[src/hw/rtl/rpn_pkg.sv]
// ----------------------------------------------------------------------------
// rpn_pkg
// Shared constants, operation codes and the command and status bundles that
// join the controller of the RPN calculator to its datapath.
// ----------------------------------------------------------------------------
package rpn_pkg;

   localparam int DATA_W          = 32;
   localparam int ACC_W           = 2 * DATA_W;
   localparam int OP_W            = 3;
   localparam int DEPTH_OUT_W     = 5;
   localparam int STACK_DEPTH_DEF = 16;
   localparam int FRAC_BITS_DEF   = 16;

   localparam logic [OP_W-1:0] OP_PUSH  = 3'd0;
   localparam logic [OP_W-1:0] OP_ADD   = 3'd1;
   localparam logic [OP_W-1:0] OP_SUB   = 3'd2;
   localparam logic [OP_W-1:0] OP_MUL   = 3'd3;
   localparam logic [OP_W-1:0] OP_DIV   = 3'd4;
   localparam logic [OP_W-1:0] OP_CLEAR = 3'd5;

   localparam logic signed [DATA_W-1:0] Q_MAX = 32'sh7FFF_FFFF;
   localparam logic signed [DATA_W-1:0] Q_MIN = 32'sh8000_0000;

   // Commands from the controller to the datapath.
   typedef struct packed {
      logic load;       // capture the request word
      logic push;       // push the operand and answer
      logic clear;      // empty the stack
      logic pop_b;      // pop the top entry (read issue)
      logic pop_a;      // pop the next entry (read issue)
      logic cap_b;      // capture b from the stack read
      logic cap_a;      // capture a from the stack read
      logic calc;       // add, subtract or multiply into the accumulator
      logic round;      // drop the fraction bits of a product
      logic clip;       // clamp the accumulator into the result
      logic div_start;  // launch the iterative divider
      logic div_take;   // form the result from the quotient
      logic finish;     // push the result and answer
   } dp_cmd_type;

   // Status from the datapath to the controller.
   typedef struct packed {
      logic [OP_W-1:0] op;
      logic            div_done;
   } dp_stat_type;

endpackage

[src/hw/rtl/rpn_ram.sv]
// ----------------------------------------------------------------------------
// rpn_ram
// Generic single-write, single-read RAM with a registered read port.
// ----------------------------------------------------------------------------
module rpn_ram #(
   parameter int WIDTH = 32,
   parameter int DEPTH = 16
) (
   input  logic                     clock,
   input  logic                     wr_en,
   input  logic [$clog2(DEPTH)-1:0] wr_addr,
   input  logic [WIDTH-1:0]         wr_data,
   input  logic [$clog2(DEPTH)-1:0] rd_addr,
   output logic [WIDTH-1:0]         rd_data
);

   logic [WIDTH-1:0] mem_ff [DEPTH];
   logic [WIDTH-1:0] rd_data_ff;

   always_ff @(posedge clock) begin
      if (wr_en) begin
         mem_ff[wr_addr] <= wr_data;
      end
      rd_data_ff <= mem_ff[rd_addr];
   end

   assign rd_data = rd_data_ff;

endmodule

[src/hw/rtl/rpn_div.sv]
// ----------------------------------------------------------------------------
// rpn_div
// Iterative restoring divider, one quotient bit per cycle. It divides a
// 64-bit magnitude by a 32-bit magnitude and flags quotients that need more
// than 32 bits before any iteration is spent.
// ----------------------------------------------------------------------------
module rpn_div (
   input  logic                        clock,
   input  logic                        reset,
   input  logic                        start,
   input  logic [rpn_pkg::DATA_W-1:0]  num_hi,
   input  logic [rpn_pkg::DATA_W-1:0]  num_lo,
   input  logic [rpn_pkg::DATA_W-1:0]  den,
   output logic                        done,
   output logic                        ovf,
   output logic [rpn_pkg::DATA_W-1:0]  quot
);

   localparam int DW    = rpn_pkg::DATA_W;
   localparam int CNT_W = $clog2(DW + 1);

   logic [DW-1:0]    rem_ff, rem_in;
   logic [DW-1:0]    dq_ff, dq_in;
   logic [DW-1:0]    den_ff, den_in;
   logic [CNT_W-1:0] cnt_ff, cnt_in;
   logic             run_ff, run_in;
   logic             done_ff, done_in;
   logic             ovf_ff, ovf_in;
   logic [DW:0]      trial;
   logic [DW:0]      diff;
   logic             fits;

   always_comb begin
      trial   = {rem_ff, dq_ff[DW-1]};
      diff    = trial - {1'b0, den_ff};
      fits    = (trial >= {1'b0, den_ff});
      rem_in  = rem_ff;
      dq_in   = dq_ff;
      den_in  = den_ff;
      cnt_in  = cnt_ff;
      run_in  = run_ff;
      ovf_in  = ovf_ff;
      done_in = 1'b0;
      if (start) begin
         den_in = den;
         if (num_hi >= den) begin
            // The quotient cannot fit in 32 bits; a zero divisor lands here too.
            ovf_in  = 1'b1;
            done_in = 1'b1;
            run_in  = 1'b0;
         end else begin
            ovf_in = 1'b0;
            rem_in = num_hi;
            dq_in  = num_lo;
            cnt_in = CNT_W'(DW);
            run_in = 1'b1;
         end
      end else if (run_ff) begin
         rem_in = fits ? diff[DW-1:0] : trial[DW-1:0];
         dq_in  = {dq_ff[DW-2:0], fits};
         cnt_in = cnt_ff - CNT_W'(1);
         if (cnt_ff == CNT_W'(1)) begin
            run_in  = 1'b0;
            done_in = 1'b1;
         end
      end
   end

   always_ff @(posedge clock) begin
      if (reset) begin
         run_ff  <= 1'b0;
         done_ff <= 1'b0;
         cnt_ff  <= '0;
      end else begin
         run_ff  <= run_in;
         done_ff <= done_in;
         cnt_ff  <= cnt_in;
      end
      rem_ff <= rem_in;
      dq_ff  <= dq_in;
      den_ff <= den_in;
      ovf_ff <= ovf_in;
   end

   assign done = done_ff;
   assign ovf  = ovf_ff;
   assign quot = dq_ff;

endmodule

[src/hw/rtl/rpn_dp.sv]
// ----------------------------------------------------------------------------
// rpn_dp
// Datapath of the RPN calculator: stack memory and depth counter, operand
// registers, accumulator with adder and multiplier, the divider and the
// result registers.
// ----------------------------------------------------------------------------
module rpn_dp #(
   parameter int STACK_DEPTH = rpn_pkg::STACK_DEPTH_DEF,
   parameter int FRAC_BITS   = rpn_pkg::FRAC_BITS_DEF
) (
   input  logic                                clock,
   input  logic                                reset,
   input  logic [rpn_pkg::OP_W-1:0]            req_op,
   input  logic signed [rpn_pkg::DATA_W-1:0]   req_operand,
   input  rpn_pkg::dp_cmd_type                 cmd,
   output rpn_pkg::dp_stat_type                stat,
   output logic                                rsp_strobe,
   output logic signed [rpn_pkg::DATA_W-1:0]   rsp_value,
   output logic                                rsp_saturated,
   output logic                                rsp_divide_by_zero,
   output logic                                rsp_stack_overflow,
   output logic [rpn_pkg::DEPTH_OUT_W-1:0]     rsp_stack_depth
);

   localparam int DW = rpn_pkg::DATA_W;
   localparam int AW = rpn_pkg::ACC_W;
   localparam int MW = $clog2(STACK_DEPTH);
   localparam int CW = $clog2(STACK_DEPTH + 1);
   localparam logic signed [AW-1:0] RND = (64'sd1 <<< FRAC_BITS) - 64'sd1;

   logic [rpn_pkg::OP_W-1:0]          op_ff, op_in;
   logic signed [DW-1:0]              operand_ff, operand_in;
   logic [CW-1:0]                     count_ff, count_in;
   logic signed [DW-1:0]              a_ff, a_in, b_ff, b_in;
   logic                              a_ok_ff, a_ok_in, b_ok_ff, b_ok_in;
   logic signed [AW-1:0]              acc_ff, acc_in;
   logic signed [DW-1:0]              res_ff, res_in;
   logic                              sat_ff, sat_in, dz_ff, dz_in;
   logic                              strobe_ff, strobe_in;
   logic signed [DW-1:0]              value_ff, value_in;
   logic                              rsat_ff, rsat_in, rdz_ff, rdz_in, rovf_ff, rovf_in;
   logic [rpn_pkg::DEPTH_OUT_W-1:0]   depth_ff, depth_in;

   logic                              full;
   logic                              empty;
   logic [CW-1:0]                     count_m1;
   logic                              wr_en;
   logic [DW-1:0]                     wr_data;
   logic [DW-1:0]                     rd_data;
   logic signed [AW-1:0]              prod;
   logic [DW-1:0]                     a_mag, b_mag;
   logic [AW-1:0]                     num_mag;
   logic                              div_done, div_ovf;
   logic [DW-1:0]                     div_quot;
   logic                              neg;

   assign full     = (count_ff == CW'(STACK_DEPTH));
   assign empty    = (count_ff == '0);
   assign count_m1 = count_ff - CW'(1);
   assign wr_en    = (cmd.push && !full) || cmd.finish;
   assign wr_data  = cmd.push ? operand_ff : res_ff;

   rpn_ram #(
      .WIDTH (DW),
      .DEPTH (STACK_DEPTH)
   ) u_stack (
      .clock   (clock),
      .wr_en   (wr_en),
      .wr_addr (count_ff[MW-1:0]),
      .wr_data (wr_data),
      .rd_addr (count_m1[MW-1:0]),
      .rd_data (rd_data)
   );

   assign a_mag   = a_ff[DW-1] ? DW'(-a_ff) : a_ff;
   assign b_mag   = b_ff[DW-1] ? DW'(-b_ff) : b_ff;
   assign num_mag = AW'(a_mag) << FRAC_BITS;
   assign neg     = a_ff[DW-1] ^ b_ff[DW-1];
   assign prod    = a_ff * b_ff;

   rpn_div u_div (
      .clock  (clock),
      .reset  (reset),
      .start  (cmd.div_start),
      .num_hi (num_mag[AW-1:DW]),
      .num_lo (num_mag[DW-1:0]),
      .den    (b_mag),
      .done   (div_done),
      .ovf    (div_ovf),
      .quot   (div_quot)
   );

   always_comb begin
      op_in      = op_ff;
      operand_in = operand_ff;
      count_in   = count_ff;
      a_in       = a_ff;
      b_in       = b_ff;
      a_ok_in    = a_ok_ff;
      b_ok_in    = b_ok_ff;
      acc_in     = acc_ff;
      res_in     = res_ff;
      sat_in     = sat_ff;
      dz_in      = dz_ff;
      strobe_in  = cmd.push || cmd.finish;
      value_in   = value_ff;
      rsat_in    = rsat_ff;
      rdz_in     = rdz_ff;
      rovf_in    = rovf_ff;
      depth_in   = depth_ff;

      if (cmd.load) begin
         op_in      = req_op;
         operand_in = req_operand;
      end
      if (cmd.clear) begin
         count_in = '0;
      end
      if (cmd.push && !full) begin
         count_in = count_ff + CW'(1);
      end
      if (cmd.pop_b) begin
         b_ok_in = !empty;
         if (!empty) begin
            count_in = count_m1;
         end
      end
      if (cmd.pop_a) begin
         a_ok_in = !empty;
         if (!empty) begin
            count_in = count_m1;
         end
      end
      if (cmd.cap_b) begin
         b_in = b_ok_ff ? rd_data : '0;
      end
      if (cmd.cap_a) begin
         a_in = a_ok_ff ? rd_data : '0;
      end
      if (cmd.calc) begin
         case (op_ff)
            rpn_pkg::OP_ADD: acc_in = AW'(a_ff) + AW'(b_ff);
            rpn_pkg::OP_SUB: acc_in = AW'(a_ff) - AW'(b_ff);
            rpn_pkg::OP_MUL: acc_in = prod;
            default:         acc_in = acc_ff;
         endcase
      end
      if (cmd.round) begin
         // Truncate toward zero: bias negative products before the shift.
         acc_in = (acc_ff + (acc_ff[AW-1] ? RND : 64'sd0)) >>> FRAC_BITS;
      end
      if (cmd.clip) begin
         dz_in = 1'b0;
         if (acc_ff[AW-1:DW-1] != {(AW-DW+1){acc_ff[AW-1]}}) begin
            sat_in = 1'b1;
            res_in = acc_ff[AW-1] ? rpn_pkg::Q_MIN : rpn_pkg::Q_MAX;
         end else begin
            sat_in = 1'b0;
            res_in = acc_ff[DW-1:0];
         end
      end
      if (cmd.div_take) begin
         sat_in = 1'b0;
         dz_in  = 1'b0;
         if (b_ff == '0) begin
            dz_in  = 1'b1;
            res_in = a_ff[DW-1] ? rpn_pkg::Q_MIN : rpn_pkg::Q_MAX;
         end else if (div_ovf) begin
            sat_in = 1'b1;
            res_in = neg ? rpn_pkg::Q_MIN : rpn_pkg::Q_MAX;
         end else if (!neg) begin
            if (div_quot[DW-1]) begin
               sat_in = 1'b1;
               res_in = rpn_pkg::Q_MAX;
            end else begin
               res_in = div_quot;
            end
         end else if (div_quot[DW-1] && (div_quot[DW-2:0] != '0)) begin
            sat_in = 1'b1;
            res_in = rpn_pkg::Q_MIN;
         end else begin
            res_in = DW'(-div_quot);
         end
      end
      if (cmd.finish) begin
         count_in = count_ff + CW'(1);
      end

      if (cmd.push) begin
         value_in = operand_ff;
         rsat_in  = 1'b0;
         rdz_in   = 1'b0;
         rovf_in  = full;
         depth_in = rpn_pkg::DEPTH_OUT_W'(count_in);
      end
      if (cmd.finish) begin
         value_in = res_ff;
         rsat_in  = sat_ff;
         rdz_in   = dz_ff;
         rovf_in  = 1'b0;
         depth_in = rpn_pkg::DEPTH_OUT_W'(count_in);
      end
   end

   always_ff @(posedge clock) begin
      if (reset) begin
         count_ff  <= '0;
         strobe_ff <= 1'b0;
      end else begin
         count_ff  <= count_in;
         strobe_ff <= strobe_in;
      end
      op_ff      <= op_in;
      operand_ff <= operand_in;
      a_ff       <= a_in;
      b_ff       <= b_in;
      a_ok_ff    <= a_ok_in;
      b_ok_ff    <= b_ok_in;
      acc_ff     <= acc_in;
      res_ff     <= res_in;
      sat_ff     <= sat_in;
      dz_ff      <= dz_in;
      value_ff   <= value_in;
      rsat_ff    <= rsat_in;
      rdz_ff     <= rdz_in;
      rovf_ff    <= rovf_in;
      depth_ff   <= depth_in;
   end

   assign stat.op       = op_ff;
   assign stat.div_done = div_done;

   assign rsp_strobe         = strobe_ff;
   assign rsp_value          = value_ff;
   assign rsp_saturated      = rsat_ff;
   assign rsp_divide_by_zero = rdz_ff;
   assign rsp_stack_overflow = rovf_ff;
   assign rsp_stack_depth    = depth_ff;

endmodule

[src/hw/rtl/rpn_ctrl.sv]
// ----------------------------------------------------------------------------
// rpn_ctrl
// Controller of the RPN calculator: sequences pops, arithmetic, the divider
// and the final push for each accepted word.
// ----------------------------------------------------------------------------
module rpn_ctrl (
   input  logic                  clock,
   input  logic                  reset,
   input  logic                  start,
   output logic                  busy,
   input  rpn_pkg::dp_stat_type  stat,
   output rpn_pkg::dp_cmd_type   cmd
);

   typedef enum logic [3:0] {
      S_IDLE,
      S_DECODE,
      S_POP_A,
      S_GET_A,
      S_CALC,
      S_ROUND,
      S_CLIP,
      S_DIV_GO,
      S_DIV_WAIT,
      S_FINISH
   } state_type;

   state_type state_ff, state_in;
   logic      busy_ff;

   always_comb begin
      cmd      = '0;
      state_in = state_ff;
      case (state_ff)
         S_IDLE: begin
            if (start) begin
               cmd.load = 1'b1;
               state_in = S_DECODE;
            end
         end
         S_DECODE: begin
            case (stat.op)
               rpn_pkg::OP_PUSH: begin
                  cmd.push = 1'b1;
                  state_in = S_IDLE;
               end
               rpn_pkg::OP_CLEAR: begin
                  cmd.clear = 1'b1;
                  state_in  = S_IDLE;
               end
               rpn_pkg::OP_ADD, rpn_pkg::OP_SUB, rpn_pkg::OP_MUL, rpn_pkg::OP_DIV: begin
                  cmd.pop_b = 1'b1;
                  state_in  = S_POP_A;
               end
               default: state_in = S_IDLE;
            endcase
         end
         S_POP_A: begin
            cmd.pop_a = 1'b1;
            cmd.cap_b = 1'b1;
            state_in  = S_GET_A;
         end
         S_GET_A: begin
            cmd.cap_a = 1'b1;
            state_in  = (stat.op == rpn_pkg::OP_DIV) ? S_DIV_GO : S_CALC;
         end
         S_CALC: begin
            cmd.calc = 1'b1;
            state_in = (stat.op == rpn_pkg::OP_MUL) ? S_ROUND : S_CLIP;
         end
         S_ROUND: begin
            cmd.round = 1'b1;
            state_in  = S_CLIP;
         end
         S_CLIP: begin
            cmd.clip = 1'b1;
            state_in = S_FINISH;
         end
         S_DIV_GO: begin
            cmd.div_start = 1'b1;
            state_in      = S_DIV_WAIT;
         end
         S_DIV_WAIT: begin
            if (stat.div_done) begin
               cmd.div_take = 1'b1;
               state_in     = S_FINISH;
            end
         end
         S_FINISH: begin
            cmd.finish = 1'b1;
            state_in   = S_IDLE;
         end
         default: state_in = S_IDLE;
      endcase
   end

   always_ff @(posedge clock) begin
      if (reset) begin
         state_ff <= S_IDLE;
         busy_ff  <= 1'b0;
      end else begin
         state_ff <= state_in;
         busy_ff  <= (state_in != S_IDLE);
      end
   end

   assign busy = busy_ff;

endmodule

[src/hw/rtl/rpn_stack_calculator.sv]
// ----------------------------------------------------------------------------
// rpn_stack_calculator
// Reverse Polish calculator over a bounded stack of signed Q16.16 words.
// ----------------------------------------------------------------------------
//
//   Channel    Ports                                         Handshake
//   request    req_op, req_operand                           start && !busy
//   response   rsp_value, rsp_saturated, rsp_divide_by_zero, rsp_strobe, 1 cycle
//              rsp_stack_overflow, rsp_stack_depth
//
// A push or clear word keeps busy high for the decode state alone; add and
// subtract also pass pop, capture, calc, clip and finish, multiply also round,
// and divide runs the divider in place of calc and clip, one quotient bit
// per cycle, ending early on a zero divisor or an oversized quotient. The
// response strobe rises at the same edge at which busy falls.
// Reset is synchronous and clears the stack depth, the controller and the
// strobe; stack memory contents are never cleared, since only entries below
// the depth are read. The receiver cannot stall: each answer is shown for
// exactly one cycle, and clear words and unused op codes give no answer.
//
// Arithmetic: add, subtract and multiply saturate to the 32-bit range and set
// rsp_saturated. The product keeps the full 64 bits and drops FRAC_BITS
// fraction bits with truncation toward zero. Division computes
// (a << FRAC_BITS) / b on magnitudes, truncated toward zero; a zero divisor
// returns the extreme value of a's sign with rsp_divide_by_zero set.
// Popping an empty stack reads as zero, and a push onto a full stack is
// dropped with rsp_stack_overflow set while the operand is still echoed.
// ----------------------------------------------------------------------------
module rpn_stack_calculator #(
   parameter int STACK_DEPTH = rpn_pkg::STACK_DEPTH_DEF,
   parameter int FRAC_BITS   = rpn_pkg::FRAC_BITS_DEF
) (
   input  logic                                clock,
   input  logic                                reset,
   input  logic                                start,
   output logic                                busy,
   input  logic [rpn_pkg::OP_W-1:0]            req_op,
   input  logic signed [rpn_pkg::DATA_W-1:0]   req_operand,
   output logic                                rsp_strobe,
   output logic signed [rpn_pkg::DATA_W-1:0]   rsp_value,
   output logic                                rsp_saturated,
   output logic                                rsp_divide_by_zero,
   output logic                                rsp_stack_overflow,
   output logic [rpn_pkg::DEPTH_OUT_W-1:0]     rsp_stack_depth
);

   // Command and status bundles between the controller and the datapath.
   rpn_pkg::dp_cmd_type  cmd;
   rpn_pkg::dp_stat_type stat;

   // The controller only accepts a word while idle, so start is gated by the
   // state machine itself.
   rpn_ctrl u_ctrl (
      .clock (clock),
      .reset (reset),
      .start (start),
      .busy  (busy),
      .stat  (stat),
      .cmd   (cmd)
   );

   // The datapath holds the stack, the arithmetic and the answer registers.
   rpn_dp #(
      .STACK_DEPTH (STACK_DEPTH),
      .FRAC_BITS   (FRAC_BITS)
   ) u_dp (
      .clock              (clock),
      .reset              (reset),
      .req_op             (req_op),
      .req_operand        (req_operand),
      .cmd                (cmd),
      .stat               (stat),
      .rsp_strobe         (rsp_strobe),
      .rsp_value          (rsp_value),
      .rsp_saturated      (rsp_saturated),
      .rsp_divide_by_zero (rsp_divide_by_zero),
      .rsp_stack_overflow (rsp_stack_overflow),
      .rsp_stack_depth    (rsp_stack_depth)
   );

`ifndef ASSERT_OFF
   // An accepted word always occupies the controller, raising busy in the next cycle.
   a_accept_busy: assert property (@(posedge clock) disable iff (reset)
      (start && !busy) |=> busy)
      else $error("accepted word did not raise busy");

   // Every word passes through at least one busy state, so answers never abut.
   a_strobe_gap: assert property (@(posedge clock) disable iff (reset)
      rsp_strobe |=> !rsp_strobe)
      else $error("two answers in consecutive cycles");

   // A zero divisor is reported alone, never as saturation or overflow.
   a_dz_alone: assert property (@(posedge clock) disable iff (reset)
      (rsp_strobe && rsp_divide_by_zero) |-> (!rsp_saturated && !rsp_stack_overflow))
      else $error("divide by zero answer carries other flags");

   // A dropped push leaves the stack full.
   a_ovf_full: assert property (@(posedge clock) disable iff (reset)
      (rsp_strobe && rsp_stack_overflow) |->
         (rsp_stack_depth == rpn_pkg::DEPTH_OUT_W'(STACK_DEPTH)))
      else $error("overflow reported while stack not full");
`endif

endmodule
[config.mk]
export PLATFORM = sky130hd
export DESIGN_NAME = rpn_stack_calculator
export DESIGN_NICKNAME = d
export VERILOG_FILES = /design/src/hw/rtl/rpn_pkg.sv /design/src/hw/rtl/rpn_ram.sv /design/src/hw/rtl/rpn_div.sv /design/src/hw/rtl/rpn_dp.sv /design/src/hw/rtl/rpn_ctrl.sv /design/src/hw/rtl/rpn_stack_calculator.sv
export SDC_FILE = /design/constraint.sdc
export NUM_CORES = 2
export LEC_CHECK = 0
export ABC_CLOCK_PERIOD_IN_PS = 8300
export BUFFER_PORTS_ARGS = -buffer_cell sky130_fd_sc_hd__buf_2
export CAP_MARGIN = 10
export CORE_MARGIN = 10
export CORE_UTILIZATION = 50
export DETAILED_ROUTE_END_ITERATION = 10
export GPL_ROUTABILITY_DRIVEN = 0
export GPL_TIMING_DRIVEN = 1
export HOLD_SLACK_MARGIN = 0.15
export MAX_ROUTING_LAYER = met4
export PLACE_DENSITY = 0.78
export SETUP_SLACK_MARGIN = 0.4
export SLEW_MARGIN = 40
export SYNTH_ARGS = -nofsm -noshare
export SYNTH_HDL_FRONTEND = slang
export SYNTH_SLANG_ARGS = --single-unit
[constraint.sdc]
create_clock -name clock -period 8.3 [get_ports clock]
set_input_delay 0.83 -clock clock [delete_from_list [all_inputs] [get_ports clock]]
set_output_delay 0.83 -clock clock [all_outputs]
set_load 0.005 [all_outputs]
# Word level (Yosys, flattened, before mapping)
# Memories as Yosys holds them, arrays and structs flattened. A register that Yosys moved wholly into a read port is not among the register bits.
# Cells that the tools add are included.
[word_totals]
out_inout_bits = 42
reg_bits = 355
mem_count = 1
input_bits = 38
elab_cells = 163
ram_bits = 512
[mem_list]
columns = ["memory", "depth", "width", "rd", "rd_ports_with_merged_regs", "wr", "line_no", "rtl"]
rows = [
  ["u_dp.u_stack.mem_ff", 16, 32, 1, 1, 1, "rpn_ram.sv:17", "logic [WIDTH-1:0] mem_ff [DEPTH];"],
]
[op_classes]
order_cmp = 2
n_eq_ne = 18
mux = 84
reduce_logical = 20
add_sub_neg = 10
multipliers = 1
n_bitwise = 1
[ops]
columns = ["cell", "count"]
rows = [
  ["$mux 32", 22],
  ["$pmux 64 s3", 1],
  ["$mux 64", 2],
  ["$neg 32->32", 3],
  ["$add 64x64->64", 1],
  ["$mul 32x32->64", 1],
  ["$mux 5", 9],
  ["$mux 1", 37],
  ["$pmux 4 s9", 1],
  ["$add 32x32->33", 1],
  ["$ge 33x32->1", 1],
  ["$sub 32x32->33", 1],
  ["$ge 16x32->1", 1],
  ["$logic_not 32->1", 1],
  ["$ne 32x32->1", 1],
  ["$sub 32x32->32", 1],
  ["$mux 31", 1],
  ["$reduce_bool 31->1", 1],
  ["$mux 6", 3],
  ["$eq 4x3->1 const B", 4],
  ["$mux 16", 1],
  ["$eq 4x2->1 const B", 2],
  ["$eq 4x4->1 const B", 2],
  ["$mux 2", 4],
  ["23 further kinds", 34],
]

# Depth between registers and ports, before layout
[depth]
ltp_word = 13
depth_mapped = 30

# Modules after synthesis
# Synthesis repeated with hierarchy kept, for this count alone.
[hier_totals]
cells_unflattened = 7229
hier_area_um2 = 80512.2
[modules_own_cells]
columns = ["mod", "area_each_um2", "cells_each", "n_inst"]
rows = [
  ["rpn_dp", 53163.5, 5663, 1],
  ["rpn_ram", 19836.5, 838, 1],
  ["rpn_div", 7075.5, 664, 1],
  ["rpn_ctrl", 436.7, 64, 1],
]

# Worst setup path before layout
# OpenSTA, ideal clock, no wires.
[synth_timing]
kind = "reg-to-reg"
from = "register u_dp.a_ff[31]"
to = "register u_dp.acc_ff[61] (data pin)"
path_stages_with_launch = 27
t_required_ns = 8.030
n_path_buf = 4
setup_slack_ns = -0.301
synth_period_minus_slack_ns = 8.601
arrival_time_ns = 8.330
path_cell_list = "edfxtp_1 clkbuf_1 clkbuf_1 buf_1 nand2_1 inv_1 fa_1 fa_1 fa_1 fa_1 inv_1 fa_1 inv_1 fa_1 fa_1 fa_1 ha_1 clkbuf_1 nand3_1 or2_2 or4_1 nand3_1 nor4_1 o211ai_1 a31oi_1 xor2_1 o21ai_0"
[synth_between]
elab_chain_len = 4
[synth_rtl]
columns = ["item", "line_no", "rtl"]
rows = [
  ["from (decl)", "rpn_dp.sv:34", "logic signed [DW-1:0] a_ff, a_in, b_ff, b_in;"],
  ["from (signal assigned)", "rpn_dp.sv:215", "a_ff <= a_in;"],
  ["$mul 32x32->64 (tied with other cells)", "rpn_dp.sv:79", "assign prod = a_ff * b_ff;"],
  ["$pmux 64 s3 (*)", "rpn_dp.sv:141", "case (op_ff)"],
  ["$mux 64 (*)", "rpn_dp.sv:140", "if (cmd.calc) begin"],
  ["$mux 64 (*)", "rpn_dp.sv:148", "if (cmd.round) begin"],
  ["named net u_dp.acc_in[61]", "rpn_dp.sv:36", "logic signed [AW-1:0] acc_ff, acc_in;"],
  ["to (signal assigned)", "rpn_dp.sv:219", "acc_ff <= acc_in;"],
  ["to (decl)", "rpn_dp.sv:36", ""],
]
# The timed path passes the listed nets; every way through them passes the cells marked *. The select of a mux whose other input is x is not followed.
# A chain may end at the register's enable or synchronous reset.

# Worst setup path after layout
[layout_timing]
from = "register u_dp.b_ff[7]"
to = "register u_dp.acc_ff[63] (data pin)"
[layout_between]
elab_chain_len = 4
[layout_rtl]
columns = ["item", "line_no", "rtl"]
rows = [
  ["from (decl)", "rpn_dp.sv:34", ""],
  ["from (signal assigned)", "rpn_dp.sv:216", "b_ff <= b_in;"],
  ["$mul 32x32->64 (tied with other cells)", "rpn_dp.sv:79", ""],
  ["$pmux 64 s3 (*)", "rpn_dp.sv:141", ""],
  ["$mux 64 (*)", "rpn_dp.sv:140", ""],
  ["$mux 64 (*)", "rpn_dp.sv:148", ""],
  ["named net u_dp.acc_in[63]", "rpn_dp.sv:36", ""],
]
# Marks and branches as above.

==> summary.md <==
| Metric | Value |
|---|---|
| Outcome | `finished, violations left` |
| Failing checks | `DRC` |
| Deepest clock path buffer count | `3` |
| Wirelength per Cell | `26.2 um` |
| Total CTS buffers | `86` |
| Seq cells post-synth | `899` |
| Worst setup SP type | `register` |
| Setup TNS | `0 ns` |
| Yosys warns | `0` |
| Mapped Nets | `8,607` |
| Clock Pin Slew Worst Setup and Hold Paths | `0.06 ns` |
| Post-DP HPWL | `170 mm` |
| H-tree lvl count | `3` |
| DIE AREA | `176,000 um^2` |
| Setup Crit Path Kind | `reg2reg` |
| Worst EP arrival | `8.34 ns` |
| Fin nets | `8,713` |
| TritonCTS Sinks | `899` |
| Hold EP | `u_dp.operand_ff[31]$_DFFE_PP_` |
| Largest stage delay, worst path | `0.56 ns` |
| Reg2reg setup slack | `0.37 ns` |
| Io pins | `80` |
| Max Clk Rate | `126 MHz` |
| Largest net degree at the start of global routing | `72` |
| Rows | `146` |
| Hold Path Depth | `1` |
| Remaining DRCs | `1` |
| First-pass GRT wire length | `361 mm` |
| Fillers | `12.3k` |
| Post-layout min period | `7.93 ns` |
| Final hold violations | `0` |
| Worst Max-Slew Pin Slew | `0.899 ns` |
| Avg Cell Area, Syn | `11.1 um^2` |
| Max-Cap Viols | `0` |
| Async S/R FF share, synth | `0%` |
| 1st-pass router iterations | `11` |
| Synth-to-Final Area Change | `11.3%` |
| CP most frequent cell | `fa_1` |
| Clk root buf | `clkbuf_16` |
| Starting density of the core | `50.3%` |
| RSZ-0062 raised after global routing | `yes` |
| Post-synthesis cell count | `7,163` |
| Total GRT Usage | `27.9%` |
| Req. time, crit path | `8.70 ns` |
| Final setup skew | `0.0600 ns` |
| CTS tree | `yes` |
| Final setup fails | `0` |
| Vias post-DR | `57.9k` |
| Hold WC Path Type | `in2reg` |
| # port buffers | `79` |
| Clk_lat worst skew | `0.75 ns` |
| Mapped Area | `79,600 um^2` |
| Reg2Reg Depth | `27` |
| Worst R2R End | `u_dp.acc_ff[63]$_DFFE_PP_` |
| EDFF count, synth | `847` |
| Yosys cell types | `83` |
| Routed Antenna Nets | `0` |
| Slowest stage cell, crit path | `fa_1` |
| Die Ht | `419 um` |
| Vias in the first global route | `59.0k` |
| R2r startpoint | `u_dp.b_ff[7]$_SDFFCE_PN0P_` |
| CP endpoint kind | `register` |
| Hold path startpoint | `req_operand[31]` |
| Fin crit share | `95.6%` |
| CP max FO | `5` |
| Final wirelength | `247 mm` |
| Initial antenna violation count | `13` |
| Relative slew slack | `39.4%` |
| Core area | `158,000 um^2` |
| Slew Viols, Final | `0` |
| Ys flop type | `edfxtp_1` |
| Grt total ovfl | `0` |
| Proportion of synthesized chip area in sequential cells | `33.3%` |
| Drt first-iter violations | `7,787` |
| Layout cells sized above 1 | `13.0%` |
| Crit. Startpoint | `u_dp.b_ff[7]$_SDFFCE_PN0P_` |
| Vias/cell | `6.15` |
| Die Width | `419 um` |
==> layer usage <==
layer | vias up | GRT usage [%] | wire, um
met5 | - | - | 0
met4 | 0 | 15.2 | 19300
met3 | 1139 | 7.04 | 30900
met2 | 4110 | 43.3 | 113000
met1 | 29000 | 33.4 | 83100
li1 | 23700 | - | -
==> layout by cell type (no fill, tap or decap), drive strengths merged, types with 160 or more instances in the layout <==
master	count
o21ai	253
xnor2	165
ha	321
edfxtp	847
fa	1085
nor2	298
buf	406
nand2	736
mux4	160
and2	551
inv	1093
a21oi	297
==> cells by family after synthesis <==
| family | count (synthesis) | synth area share [%] |
|---|---|---|
| buffers and inverters | 1503 | 7.10 |
| AND/OR/NAND/NOR | 1963 | 12.1 |
| flip-flops | 899 | 33.3 |
| XOR/XNOR | 249 | 2.74 |
| AO/OA/AOI/OAI | 928 | 7.17 |
| multiplexers | 215 | 5.27 |
| adder cells (fa/ha/maj) | 1406 | 32.3 |
==> flip-flops by register name, indices dropped and copies added (netlist names), 3 cells and up <==
name and count:
u_dp.res_ff 32, u_ctrl.state_ff 4, u_dp.rsp_stack_depth 5, u_dp.a_ff 32
u_dp.u_div.rem_ff 32, u_dp.b_ff 32, u_dp.u_div.cnt_ff 6, u_dp.op_ff 3
u_dp.u_stack.mem_ff 512, u_dp.rsp_value 32, u_dp.acc_ff 64, u_dp.operand_ff 32
u_dp.u_div.den_ff 32, u_dp.u_div.quot 32, u_dp.u_stack.rd_data 32, u_dp.count_ff 5
==> worst max-delay path by stage <==
stage | cells after the start | to
2_1_floorplan | 27 | u_dp.acc_ff[61]$_DFFE_PP_
3_3_place_gp | 25 | u_dp.acc_ff[62]$_DFFE_PP_
3_5_place_dp | 23 | u_dp.acc_ff[44]$_DFFE_PP_
4_1_cts | 25 | u_dp.acc_ff[62]$_DFFE_PP_
5_1_grt | 28 | u_dp.acc_ff[63]$_DFFE_PP_
6_report | 27 | u_dp.acc_ff[63]$_DFFE_PP_
==> metrics by stage <==
| step | setup WS [ns] | cell area (um^2) | cells | util, % | hold slack, ns |
|---|---|---|---|---|---|
| 2_1_floorplan | 0.406 | 79700 | 7163 | - | 0.454 |
| 3_3_place_gp | 0.153 | 83500 | 9133 | 52.7 | 0.462 |
| 3_5_place_dp | 0.144 | 83600 | 9137 | 52.8 | 0.480 |
| 4_1_cts | 0.351 | 86900 | 9317 | 54.9 | 0.235 |
| 5_1_grt | 0.219 | 88600 | 9419 | 55.9 | 0.247 |
| 6_report | 0.366 | 88600 | 9426 | 55.9 | 0.263 |
==> synthesized netlist by cell type (all sizes together), types with 24 or more instances <==
cell type	instances	area [um^2]
a211oi	27	208
a21o	89	668
a21oi	297	1490
a31oi	34	213
and2	551	3450
and3	34	213
buf	28	118
clkbuf	378	1420
dfxtp	52	1040
edfxtp	847	25400
fa	1085	21700
ha	321	4020
inv	1094	4110
mux2	33	372
mux4	160	3600
nand2	736	2760
nand2b	44	275
nand3	65	325
nand4	25	156
nor2	298	1130
nor2b	28	175
nor3	66	330
nor4	24	150
o211ai	29	218
o21a	26	195
o21ai	253	1270
o31ai	24	180
or3	25	161
xnor2	165	1450
xor2	84	736
==> critical path: cells and delay by family (launching register included) <==
kind                     cells  cell delay, ns
flip-flops                   1            0.53
AO/OA/AOI/OAI                5            0.70
AND/OR/NAND/NOR              6            1.26
buffers and inverters        6            0.84
XOR/XNOR                     1            0.17
adder cells (fa/ha/maj)      9            4.12
==> what timing repair did <==
item,4_1_cts,5_1_grt
setup endpoints to repair,27,31
hold buffers,0,0
gates cloned,2,14
pin swaps,4,79
gates resized for setup,24,159
buffers inserted,19,80
==> final cells by class <==
class,count,area [um^2],share of cell area (%)
repair buffers,423,4080,4.60
repair inverters,1,7.51,0.00848
multi-input cells,4761,48300,54.5
flip-flops and latches,899,26500,29.9
well taps,2072,2590,2.93
diodes,14,35.0,0.0396
inverters,1097,4130,4.66
clock buffers,116,2350,2.66
clock inverters,43,618,0.698
Power is not shown: default switching activity piles up to over one toggle a cycle in this logic, so the estimate is an artifact.
